### config.mk
export PLATFORM = sky130hd
export DESIGN_NAME = voice_channel_steal_arbiter_core_flat
export DESIGN_NICKNAME = d
export VERILOG_FILES = /design/src/vcsa_pkg.sv /design/src/vcsa_req_if.sv /design/src/vcsa_rsp_if.sv /design/src/vcsa_csr_if.sv /design/src/vcsa_ram.sv /design/src/vcsa_ctrl.sv /design/src/vcsa_datapath.sv /design/src/voice_channel_steal_arbiter_core.sv /design/src/flat_wrapper.sv
export SDC_FILE = /design/constraint.sdc
export NUM_CORES = 2
export LEC_CHECK = 0
export BUFFER_PORTS_ARGS = -buffer_cell sky130_fd_sc_hd__buf_2
export CAP_MARGIN = 5
export CELL_PAD_IN_SITES_DETAIL_PLACEMENT = 0
export CELL_PAD_IN_SITES_GLOBAL_PLACEMENT = 1
export CORE_UTILIZATION = 35
export CTS_CLUSTER_SIZE = 16
export DETAILED_ROUTE_END_ITERATION = 12
export PLACE_DENSITY = 0.66
export SLEW_MARGIN = 5
export SYNTH_ARGS = -nofsm -noshare
export SYNTH_HDL_FRONTEND = slang
export SYNTH_SLANG_ARGS = --single-unit
### constraint.sdc
create_clock -name clock -period 7.45 [get_ports clock]
set_clock_uncertainty 0.15 [all_clocks]
set_input_delay 1.49 -clock clock [delete_from_list [all_inputs] [get_ports clock]]
set_output_delay 1.49 -clock clock [all_outputs]
set_load 0.02 [all_outputs]
### src/vcsa_pkg.sv
// ---------------------------------------------------------------------------
// vcsa_pkg
// shared widths, codes and types of the voice channel steal arbiter
// ---------------------------------------------------------------------------
package vcsa_pkg;

   localparam int NUM_VOICES_DEF = 32;

   localparam int MODE_W = 2;
   localparam int ENT_W  = 11;
   localparam int SLOT_W = 9;
   localparam int LEN_W  = 20;
   localparam int TIME_W = 31;
   localparam int END_W  = 32;
   localparam int REL_W  = 5;
   localparam int IDX_OUT_W = 5;

   localparam logic [MODE_W-1:0] MODE_START   = 2'd0;
   localparam logic [MODE_W-1:0] MODE_RELEASE = 2'd1;
   localparam logic [MODE_W-1:0] MODE_CLEAR   = 2'd2;

   localparam logic [SLOT_W-1:0] SLOT_KEEP = 9'd256;
   localparam logic signed [END_W-1:0] LIFE_MAX = 32'sh7fff_ffff;
   localparam logic signed [ENT_W-1:0] LISTENER_RESET = -11'sd1;

   typedef struct packed {
      logic signed [ENT_W-1:0] owner;
      logic [SLOT_W-1:0]       slot;
      logic                    busy;
      logic [END_W-1:0]        end_time;
   } voice_entry_type;

   localparam int ENTRY_W = $bits(voice_entry_type);

   // controller to datapath
   typedef struct packed {
      logic take;
      logic scan_step;
      logic commit;
   } dp_cmd_type;

   // datapath to controller
   typedef struct packed {
      logic accept;
      logic req_start;
      logic scan_done;
      logic out_free;
   } dp_status_type;

   function automatic int idx_width(input int n);
      return (n > 1) ? $clog2(n) : 1;
   endfunction

endpackage

### src/vcsa_req_if.sv
// ---------------------------------------------------------------------------
// vcsa_req_if
// request channel: start, release and clear-all transactions
// ---------------------------------------------------------------------------
interface vcsa_req_if;
   import vcsa_pkg::*;

   logic                     valid;
   logic                     ready;
   logic [MODE_W-1:0]        mode;
   logic signed [ENT_W-1:0]  owner_entity;
   logic [SLOT_W-1:0]        owner_slot;
   logic [LEN_W-1:0]         sound_length;
   logic [TIME_W-1:0]        now_time;
   logic [REL_W-1:0]         release_index;

   modport source (output valid, mode, owner_entity, owner_slot, sound_length,
                   now_time, release_index, input ready);
   modport sink (input valid, mode, owner_entity, owner_slot, sound_length,
                 now_time, release_index, output ready);
endinterface

### src/vcsa_rsp_if.sv
// ---------------------------------------------------------------------------
// vcsa_rsp_if
// response channel: grant result of each request transaction
// ---------------------------------------------------------------------------
interface vcsa_rsp_if;
   import vcsa_pkg::*;

   logic                 valid;
   logic                 ready;
   logic                 granted;
   logic [IDX_OUT_W-1:0] voice_index;
   logic                 stole_busy;

   modport source (output valid, granted, voice_index, stole_busy, input ready);
   modport sink (input valid, granted, voice_index, stole_busy, output ready);
endinterface

### src/vcsa_csr_if.sv
// ---------------------------------------------------------------------------
// vcsa_csr_if
// configuration write channel for the listener entity register
// ---------------------------------------------------------------------------
interface vcsa_csr_if;
   import vcsa_pkg::*;

   logic                    valid;
   logic                    ready;
   logic signed [ENT_W-1:0] listener_entity;

   modport source (output valid, listener_entity, input ready);
   modport sink (input valid, listener_entity, output ready);
endinterface

### src/vcsa_ram.sv
// ---------------------------------------------------------------------------
// vcsa_ram
// generic single write port, single read port ram with registered read
// ---------------------------------------------------------------------------
module vcsa_ram #(
   parameter int WIDTH = 8,
   parameter int DEPTH = 32,
   parameter int ADDR_W = (DEPTH > 1) ? $clog2(DEPTH) : 1
) (
   input  logic              clock,
   input  logic              wr_en,
   input  logic [ADDR_W-1:0] wr_addr,
   input  logic [WIDTH-1:0]  wr_data,
   input  logic              rd_en,
   input  logic [ADDR_W-1:0] rd_addr,
   output logic [WIDTH-1:0]  rd_data
);
   logic [WIDTH-1:0] mem_ff [DEPTH];
   logic [WIDTH-1:0] rd_data_ff;

   always_ff @(posedge clock) begin
      if (wr_en) begin
         mem_ff[wr_addr] <= wr_data;
      end
      if (rd_en) begin
         rd_data_ff <= mem_ff[rd_addr];
      end
   end

   assign rd_data = rd_data_ff;
endmodule

### src/vcsa_ctrl.sv
// ---------------------------------------------------------------------------
// vcsa_ctrl
// sequencer: take a transaction, scan the voice table for a start, commit the result
// ---------------------------------------------------------------------------
module vcsa_ctrl (
   input  logic                    clock,
   input  logic                    reset,
   input  vcsa_pkg::dp_status_type status,
   output vcsa_pkg::dp_cmd_type    cmd
);
   import vcsa_pkg::*;

   localparam logic [1:0] ST_IDLE   = 2'd0;
   localparam logic [1:0] ST_SCAN   = 2'd1;
   localparam logic [1:0] ST_COMMIT = 2'd2;

   logic [1:0] state_ff;
   logic [1:0] state_in;

   always_comb begin
      state_in = state_ff;
      cmd = '0;
      unique case (state_ff)
         ST_IDLE: begin
            cmd.take = 1'b1;
            if (status.accept) begin
               state_in = status.req_start ? ST_SCAN : ST_COMMIT;
            end
         end
         ST_SCAN: begin
            cmd.scan_step = 1'b1;
            if (status.scan_done) begin
               state_in = ST_COMMIT;
            end
         end
         ST_COMMIT: begin
            if (status.out_free) begin
               cmd.commit = 1'b1;
               state_in = ST_IDLE;
            end
         end
         default: begin
            state_in = ST_IDLE;
         end
      endcase
   end

   always_ff @(posedge clock) begin
      if (reset) begin
         state_ff <= ST_IDLE;
      end else begin
         state_ff <= state_in;
      end
   end
endmodule

### src/vcsa_datapath.sv
// ---------------------------------------------------------------------------
// vcsa_datapath
// voice table, scan evaluation, table update and response register
// ---------------------------------------------------------------------------
module vcsa_datapath #(
   parameter int NUM_VOICES = vcsa_pkg::NUM_VOICES_DEF
) (
   input  logic                    clock,
   input  logic                    reset,
   vcsa_req_if.sink                req,
   vcsa_rsp_if.source              rsp,
   vcsa_csr_if.sink                csr,
   input  vcsa_pkg::dp_cmd_type    cmd,
   output vcsa_pkg::dp_status_type status
);
   import vcsa_pkg::*;

   localparam int IDX_W = idx_width(NUM_VOICES);
   localparam int CNT_W = $clog2(NUM_VOICES + 1);
   localparam logic [IDX_W-1:0] LAST_IDX = IDX_W'(NUM_VOICES - 1);

   logic accept;

   // captured transaction
   logic [MODE_W-1:0]       mode_ff;
   logic signed [ENT_W-1:0] ent_ff;
   logic [SLOT_W-1:0]       slot_ff;
   logic [LEN_W-1:0]        len_ff;
   logic [TIME_W-1:0]       now_ff;
   logic [REL_W-1:0]        rel_ff;

   // scan state
   logic [CNT_W-1:0]        iss_cnt_ff, iss_cnt_in;
   logic                    ev_valid_ff, ev_valid_in;
   logic [IDX_W-1:0]        ev_idx_ff, ev_idx_in;
   logic signed [END_W-1:0] best_ff, best_in;
   logic [IDX_W-1:0]        pick_ff, pick_in;
   logic                    pick_busy_ff, pick_busy_in;
   logic                    found_ff, found_in;
   logic                    refused_ff, refused_in;

   logic [NUM_VOICES-1:0]   vld_ff, vld_in;
   logic signed [ENT_W-1:0] listener_ff, listener_in;

   logic                    rsp_valid_ff, rsp_valid_in;
   logic                    granted_ff, granted_in;
   logic [IDX_OUT_W-1:0]    vidx_ff, vidx_in;
   logic                    stole_ff, stole_in;

   logic                    rd_en;
   logic [ENTRY_W-1:0]      ram_rdata;
   logic                    wr_en;
   voice_entry_type         wr_entry;
   voice_entry_type         entry_q;
   logic                    is_match;
   logic                    skip;
   logic signed [END_W-1:0] life;
   logic                    grant;

   // no handshake is offered while reset is held
   assign accept = req.valid && cmd.take && !reset;
   assign req.ready = cmd.take && !reset;
   assign csr.ready = !reset;

   assign rd_en = cmd.scan_step && (iss_cnt_ff < CNT_W'(NUM_VOICES));

   vcsa_ram #(
      .WIDTH (ENTRY_W),
      .DEPTH (NUM_VOICES),
      .ADDR_W(IDX_W)
   ) u_table (
      .clock  (clock),
      .wr_en  (wr_en),
      .wr_addr(pick_ff),
      .wr_data(wr_entry),
      .rd_en  (rd_en),
      .rd_addr(IDX_W'(iss_cnt_ff)),
      .rd_data(ram_rdata)
   );

   // an entry that is not marked valid reads as a freed voice
   assign entry_q = vld_ff[ev_idx_ff] ? voice_entry_type'(ram_rdata) : '0;

   assign is_match = (entry_q.owner == ent_ff) && (entry_q.slot == slot_ff) &&
                     (slot_ff != '0);
   assign skip = (entry_q.owner == listener_ff) && (ent_ff != listener_ff) &&
                 entry_q.busy;
   assign life = $signed(entry_q.end_time - {1'b0, now_ff});

   assign grant = found_ff && !refused_ff;

   always_comb begin
      wr_entry.owner    = ent_ff;
      wr_entry.slot     = slot_ff;
      wr_entry.busy     = 1'b1;
      wr_entry.end_time = END_W'(now_ff) + END_W'(len_ff);
   end

   assign wr_en = cmd.commit && (mode_ff == MODE_START) && grant;

   always_comb begin
      iss_cnt_in   = iss_cnt_ff;
      ev_valid_in  = ev_valid_ff;
      ev_idx_in    = ev_idx_ff;
      best_in      = best_ff;
      pick_in      = pick_ff;
      pick_busy_in = pick_busy_ff;
      found_in     = found_ff;
      refused_in   = refused_ff;
      if (accept) begin
         iss_cnt_in   = '0;
         ev_valid_in  = 1'b0;
         ev_idx_in    = '0;
         best_in      = LIFE_MAX;
         pick_in      = '0;
         pick_busy_in = 1'b0;
         found_in     = 1'b0;
         refused_in   = 1'b0;
      end else if (cmd.scan_step) begin
         ev_valid_in = rd_en;
         ev_idx_in   = IDX_W'(iss_cnt_ff);
         if (rd_en) begin
            iss_cnt_in = iss_cnt_ff + CNT_W'(1);
         end
         if (ev_valid_ff) begin
            priority if (is_match) begin
               if ((slot_ff == SLOT_KEEP) && entry_q.busy) begin
                  refused_in = 1'b1;
               end else begin
                  found_in     = 1'b1;
                  pick_in      = ev_idx_ff;
                  pick_busy_in = entry_q.busy;
               end
            end else if (!skip && (life < best_ff)) begin
               best_in      = life;
               pick_in      = ev_idx_ff;
               pick_busy_in = entry_q.busy;
               found_in     = 1'b1;
            end
         end
      end
   end

   always_comb begin
      status.accept    = accept;
      status.req_start = (req.mode == MODE_START);
      status.scan_done = ev_valid_ff && (is_match || (ev_idx_ff == LAST_IDX));
      status.out_free  = !rsp_valid_ff || rsp.ready;
   end

   always_comb begin
      vld_in       = vld_ff;
      listener_in  = listener_ff;
      rsp_valid_in = rsp_valid_ff;
      granted_in   = granted_ff;
      vidx_in      = vidx_ff;
      stole_in     = stole_ff;
      if (csr.valid) begin
         listener_in = csr.listener_entity;
      end
      if (rsp_valid_ff && rsp.ready) begin
         rsp_valid_in = 1'b0;
      end
      if (cmd.commit) begin
         rsp_valid_in = 1'b1;
         granted_in   = 1'b0;
         vidx_in      = '0;
         stole_in     = 1'b0;
         unique case (mode_ff)
            MODE_START: begin
               if (grant) begin
                  vld_in[pick_ff] = 1'b1;
                  granted_in      = 1'b1;
                  vidx_in         = IDX_OUT_W'(pick_ff);
                  stole_in        = pick_busy_ff;
               end
            end
            MODE_RELEASE: begin
               if (int'(rel_ff) < NUM_VOICES) begin
                  vld_in[IDX_W'(rel_ff)] = 1'b0;
               end
            end
            MODE_CLEAR: begin
               vld_in = '0;
            end
            default: begin
               vld_in = vld_ff;
            end
         endcase
      end
   end

   always_ff @(posedge clock) begin
      if (reset) begin
         vld_ff       <= '0;
         listener_ff  <= LISTENER_RESET;
         rsp_valid_ff <= 1'b0;
         ev_valid_ff  <= 1'b0;
      end else begin
         vld_ff       <= vld_in;
         listener_ff  <= listener_in;
         rsp_valid_ff <= rsp_valid_in;
         ev_valid_ff  <= ev_valid_in;
      end
   end

   always_ff @(posedge clock) begin
      if (accept) begin
         mode_ff <= req.mode;
         ent_ff  <= req.owner_entity;
         slot_ff <= req.owner_slot;
         len_ff  <= req.sound_length;
         now_ff  <= req.now_time;
         rel_ff  <= req.release_index;
      end
      iss_cnt_ff   <= iss_cnt_in;
      ev_idx_ff    <= ev_idx_in;
      best_ff      <= best_in;
      pick_ff      <= pick_in;
      pick_busy_ff <= pick_busy_in;
      found_ff     <= found_in;
      refused_ff   <= refused_in;
      granted_ff   <= granted_in;
      vidx_ff      <= vidx_in;
      stole_ff     <= stole_in;
   end

   assign rsp.valid       = rsp_valid_ff;
   assign rsp.granted     = granted_ff;
   assign rsp.voice_index = vidx_ff;
   assign rsp.stole_busy  = stole_ff;
endmodule

### src/voice_channel_steal_arbiter_core.sv
// ---------------------------------------------------------------------------
// voice_channel_steal_arbiter_core
// voice allocation with stealing of the voice with the least remaining life
// ---------------------------------------------------------------------------
//  channel    direction  carries
//  req_chan   in         mode, owner entity/slot, length, time, release index
//  rsp_chan   out        granted, voice index, stole busy
//  csr_chan   in         listener entity register write
//
// a start transaction scans the table one voice per cycle through the ram
// read port, and stops at the first owner and slot match or at the last voice
// release, clear-all and unused modes skip the scan and go straight to commit
// synchronous reset frees every voice and sets the listener to -1 at once
// a stalled response is held in its register; the next request is taken
// meanwhile and waits only at its own commit step
// ---------------------------------------------------------------------------
module voice_channel_steal_arbiter_core #(
   parameter int NUM_VOICES = vcsa_pkg::NUM_VOICES_DEF
) (
   input  logic       clock,
   input  logic       reset,
   vcsa_req_if.sink   req_chan,
   vcsa_rsp_if.source rsp_chan,
   vcsa_csr_if.sink   csr_chan
);
   import vcsa_pkg::*;

   dp_cmd_type    cmd;
   dp_status_type status;

   vcsa_ctrl u_ctrl (
      .clock (clock),
      .reset (reset),
      .status(status),
      .cmd   (cmd)
   );

   vcsa_datapath #(
      .NUM_VOICES(NUM_VOICES)
   ) u_datapath (
      .clock (clock),
      .reset (reset),
      .req   (req_chan),
      .rsp   (rsp_chan),
      .csr   (csr_chan),
      .cmd   (cmd),
      .status(status)
   );
endmodule

### src/flat_wrapper.sv
// flat-port wrapper written by rule: the top's interface ports become plain ports
module voice_channel_steal_arbiter_core_flat import vcsa_pkg::*;
#(
   parameter int NUM_VOICES = vcsa_pkg::NUM_VOICES_DEF
)
  (clock, reset, req_chan_valid, req_chan_mode, req_chan_owner_entity, req_chan_owner_slot, req_chan_sound_length, req_chan_now_time, req_chan_release_index, req_chan_ready, rsp_chan_valid, rsp_chan_granted, rsp_chan_voice_index, rsp_chan_stole_busy, rsp_chan_ready, csr_chan_valid, csr_chan_listener_entity, csr_chan_ready);
  vcsa_req_if req_chan_i ();
  vcsa_rsp_if rsp_chan_i ();
  vcsa_csr_if csr_chan_i ();
  input  logic clock;
  input  logic reset;
  input wire logic [$bits(req_chan_i.valid)-1:0] req_chan_valid;
  input wire logic [$bits(req_chan_i.mode)-1:0] req_chan_mode;
  input wire logic [$bits(req_chan_i.owner_entity)-1:0] req_chan_owner_entity;
  input wire logic [$bits(req_chan_i.owner_slot)-1:0] req_chan_owner_slot;
  input wire logic [$bits(req_chan_i.sound_length)-1:0] req_chan_sound_length;
  input wire logic [$bits(req_chan_i.now_time)-1:0] req_chan_now_time;
  input wire logic [$bits(req_chan_i.release_index)-1:0] req_chan_release_index;
  output wire logic [$bits(req_chan_i.ready)-1:0] req_chan_ready;
  output wire logic [$bits(rsp_chan_i.valid)-1:0] rsp_chan_valid;
  output wire logic [$bits(rsp_chan_i.granted)-1:0] rsp_chan_granted;
  output wire logic [$bits(rsp_chan_i.voice_index)-1:0] rsp_chan_voice_index;
  output wire logic [$bits(rsp_chan_i.stole_busy)-1:0] rsp_chan_stole_busy;
  input wire logic [$bits(rsp_chan_i.ready)-1:0] rsp_chan_ready;
  input wire logic [$bits(csr_chan_i.valid)-1:0] csr_chan_valid;
  input wire logic [$bits(csr_chan_i.listener_entity)-1:0] csr_chan_listener_entity;
  output wire logic [$bits(csr_chan_i.ready)-1:0] csr_chan_ready;
  assign req_chan_i.valid = req_chan_valid;
  assign req_chan_i.mode = req_chan_mode;
  assign req_chan_i.owner_entity = req_chan_owner_entity;
  assign req_chan_i.owner_slot = req_chan_owner_slot;
  assign req_chan_i.sound_length = req_chan_sound_length;
  assign req_chan_i.now_time = req_chan_now_time;
  assign req_chan_i.release_index = req_chan_release_index;
  assign req_chan_ready = req_chan_i.ready;
  assign rsp_chan_valid = rsp_chan_i.valid;
  assign rsp_chan_granted = rsp_chan_i.granted;
  assign rsp_chan_voice_index = rsp_chan_i.voice_index;
  assign rsp_chan_stole_busy = rsp_chan_i.stole_busy;
  assign rsp_chan_i.ready = rsp_chan_ready;
  assign csr_chan_i.valid = csr_chan_valid;
  assign csr_chan_i.listener_entity = csr_chan_listener_entity;
  assign csr_chan_ready = csr_chan_i.ready;
  voice_channel_steal_arbiter_core #(.NUM_VOICES(NUM_VOICES)) u_core (.clock(clock), .reset(reset), .req_chan(req_chan_i), .rsp_chan(rsp_chan_i), .csr_chan(csr_chan_i));
endmodule
==> flow_metrics.env <==
export IMPL_place_congestion=0.777
export IMPL_clock_latency_ps=840
export IMPL_power_leakage_nw=27.1
export IMPL_synth_edff_count=1801
export IMPL_cts_tree="done"
export IMPL_power_density_mw_per_mm2=282
export IMPL_power_internal_w=0.0187
export IMPL_arrival_ps=7650
export IMPL_cts_sinks=1899
export IMPL_finalSetupViolCount=0
export IMPL_slew_headroom=0.129
export IMPL_htree_levels=4
export IMPL_grt_pass1_wl_um=278000
export IMPL_track_usage=0.179
export IMPL_drive_gt1_frac=0.280
export IMPL_period_share=0.953
export IMPL_end_kind="flip-flop"
export IMPL_slowest_stage="o41ai_4"
export IMPL_cp_start_kind="flip-flop"
export IMPL_syn_avg_cell_area_um2=20.6
export IMPL_path_common_cell="a21o_1"
export IMPL_post_dp_hpwl_um=102000
export IMPL_pin_count=104
export IMPL_yosysSeqAreaShare=0.740
export IMPL_synth_distinct_cells=74
export IMPL_power_switching_w=0.00588
export IMPL_drtIter0Drc=3980
export IMPL_fillers=18800
export IMPL_cts_buffers=186
export IMPL_worst_hold_path_type="flip-flop to flip-flop"
export IMPL_grt_pass1_vias=37500
export IMPL_syn_num_nets=3861
export IMPL_tns_ps=0
export IMPL_path_class="flip-flop to flip-flop"
export IMPL_layout_common_cells="edfxtp_1, mux4_2, clkbuf_16"
export IMPL_slowest_delay_ps=540
export IMPL_status="finished, final reports clean"
export IMPL_hold_slack_ps=350
export IMPL_cts_root_buf="clkbuf_16"
export IMPL_drv_slew=0
export IMPL_hold_buffers=0
export IMPL_grt_ovfl_total=0
export IMPL_hold_viol_final=0
export IMPL_path_clk_slew_ps=60
export IMPL_initial_core_util=0.353
export IMPL_dr_pass1_iters=7
export IMPL_ant_nets=0
export IMPL_clk_path_buf_depth=3
export IMPL_max_cap_violations=0
export IMPL_synth_async_sr_flop_share=0
export IMPL_die_area_mm2=0.218
export IMPL_ys_top_cells_by_area="edfxtp_1, mux4_2, dfxtp_1"
export IMPL_die_w_um=467
export IMPL_pwr_share_seq=0.498
export IMPL_ys_flop_type="edfxtp_1"
export IMPL_layout_commonest_cell="edfxtp_1"
export IMPL_combPwrFrac=0.128
export IMPL_fmax_mhz=141
export IMPL_die_y_um=467
export IMPL_wire_per_inst_um=28.4
export IMPL_wirelength_um=196000
export IMPL_cp_max_fo=25
export IMPL_fin_nets=4090
export IMPL_port_buffers=103
export IMPL_syn_inst=3679
export IMPL_min_period_ps=7100
export IMPL_crit_required_ps=8000
export IMPL_clockPowerShare=0.374
export IMPL_core_area_mm2=0.215
export IMPL_grt_max_degree=151
export IMPL_tightest_slew_ps=1300
export IMPL_ir_drop_v=0.000257
export IMPL_antenna_found_initial=2
export IMPL_yosys_area_top_type="edfxtp_1"
export IMPL_routed_via_density=5.40
export IMPL_drc=0
export IMPL_num_rows=170
export IMPL_syn_cell_area_mm2=0.0758
export IMPL_ys_warn_count=0
export IMPL_swShare=0.239
export IMPL_dr_total_vias=37200
export IMPL_synth_top_area_frac=0.714
export IMPL_syn2layout_area_growth_pct=14.9
export IMPL_yosys_register_bits=1899
synth_stat cells (42+ instances only):
master,instances
and2_1,44
a21oi_1,59
nor2_1,153
mux4_2,520
dfxtp_1,98
clkbuf_1,107
buf_1,46
inv_1,92
ha_1,86
o21ai_0,67
nand2_1,101
a22oi_1,42
mux2_2,52
xnor2_1,66
edfxtp_1,1801
final cells by class:
cell class	count	area, um^2	share of cell area
inverter	93	354	0.00407
clock buffer	241	4990	0.0573
clock inverter	103	917	0.0105
antenna	1	2.50	0.0000287
timing repair buffer	207	1850	0.0212
tap	2838	3550	0.0408
multi-input combinational	1521	19300	0.222
sequential	1899	56100	0.644
cells by family (layout without fill, tap and decap cells):
family / Yosys count / count (layout) / synth area share
multiplexers: 608 / 608 / 0.167
other: 0 / 1 / 0
AO/OA/AOI/OAI: 304 / 304 / 0.0267
buffers and inverters: 259 / 644 / 0.0137
flip-flops: 1899 / 1899 / 0.740
AND/OR/NAND/NOR: 433 / 433 / 0.0279
adder cells (fa/ha/maj): 88 / 88 / 0.0147
XOR/XNOR: 88 / 88 / 0.0102
per-stage QoR:
| step | setup WS (ps) | utilization | area (um^2) | instances | total power (W) |
|---|---|---|---|---|---|
| after CTS | 14.2 | 0.404 | 86800 | 6897 | 0.0248 |
| after global routing | -18.6 | 0.405 | 87100 | 6903 | 0.0254 |
| after floorplan | 1090 | - | 75800 | 3679 | 0.0147 |
| after detailed placement | -470 | 0.377 | 80900 | 6553 | 0.0156 |
| final | 354 | 0.405 | 87100 | 6903 | 0.0246 |
| after global placement | -459 | 0.377 | 80900 | 6553 | 0.0156 |
worst max-delay path, delay by kind of cell, from the launching register on:
kind	cells	cell delay [ps]
DFF	1	390
AOI/OAI and AO/OA	18	3910
xor gates and xnor gates	1	190
adders and majority gates	2	660
and+or+nand+nor	5	930
muxes	1	250
buffers and inverters	2	390
per-layer routing:
metal / part of all wire / GRT usage / vias to the layer above / routed length, um
met5: 0 / 0 / - / 0
met3: 0.065 / 0.0302 / 257 / 12800
met1: 0.42 / 0.244 / 20000 / 81400
met4: 0.023 / 0.0473 / 0 / 4510
li1: - / - / 15600 / -
met2: 0.50 / 0.296 / 1317 / 97400
power by group through the flow:
stage / clock network (W) / registers (W) / logic, W
after floorplan: 0 / 0.0124 / 0.00226
after global placement: 0 / 0.0125 / 0.00310
after detailed placement: 0 / 0.0125 / 0.00313
after CTS: 0.00936 / 0.0123 / 0.00315
after global routing: 0.00972 / 0.0123 / 0.00340
final: 0.00919 / 0.0122 / 0.00315
sequential cells by signal, summed over array words and instances, names as in the netlist, 6 cells and up:
| register | count |
|---|---|
| u_core.u_datapath.u_table.mem_ff | 1664 |
| u_core.u_datapath.u_table.rd_data | 52 |
| u_core.u_datapath.best_ff | 32 |
| u_core.u_datapath.vld_ff | 32 |
| u_core.u_datapath.now_ff | 31 |
| u_core.u_datapath.len_ff | 20 |
| u_core.u_datapath.ent_ff | 11 |
| u_core.u_datapath.listener_ff | 11 |
| u_core.u_datapath.slot_ff | 9 |
| u_core.u_datapath.iss_cnt_ff | 6 |
what timing repair did:
item                       4_1_cts  5_1_grt
setup buffers                    0        2
pin swaps                        0        5
gates cloned                     0        1
gates resized for setup          3       10
setup endpoints to repair       39       39
final timing paths:
kind	end	slack, ps	from	cells past startpoint
worst max-delay path	u_core.u_datapath.best_ff[28]$_SDFFE_PP1P_	350	u_core.u_datapath.ev_idx_ff[1]$_SDFFE_PP0P_	29
worst max register to register	u_core.u_datapath.best_ff[28]$_SDFFE_PP1P_	350	u_core.u_datapath.ev_idx_ff[1]$_SDFFE_PP0P_	29
worst min register to register	u_core.u_datapath.best_ff[27]$_SDFFE_PP1P_	350	u_core.u_datapath.best_ff[27]$_SDFFE_PP1P_	2
worst min-delay path	u_core.u_datapath.best_ff[27]$_SDFFE_PP1P_	350	u_core.u_datapath.best_ff[27]$_SDFFE_PP1P_	2
Note: power is estimated with default switching activity, not from simulation.
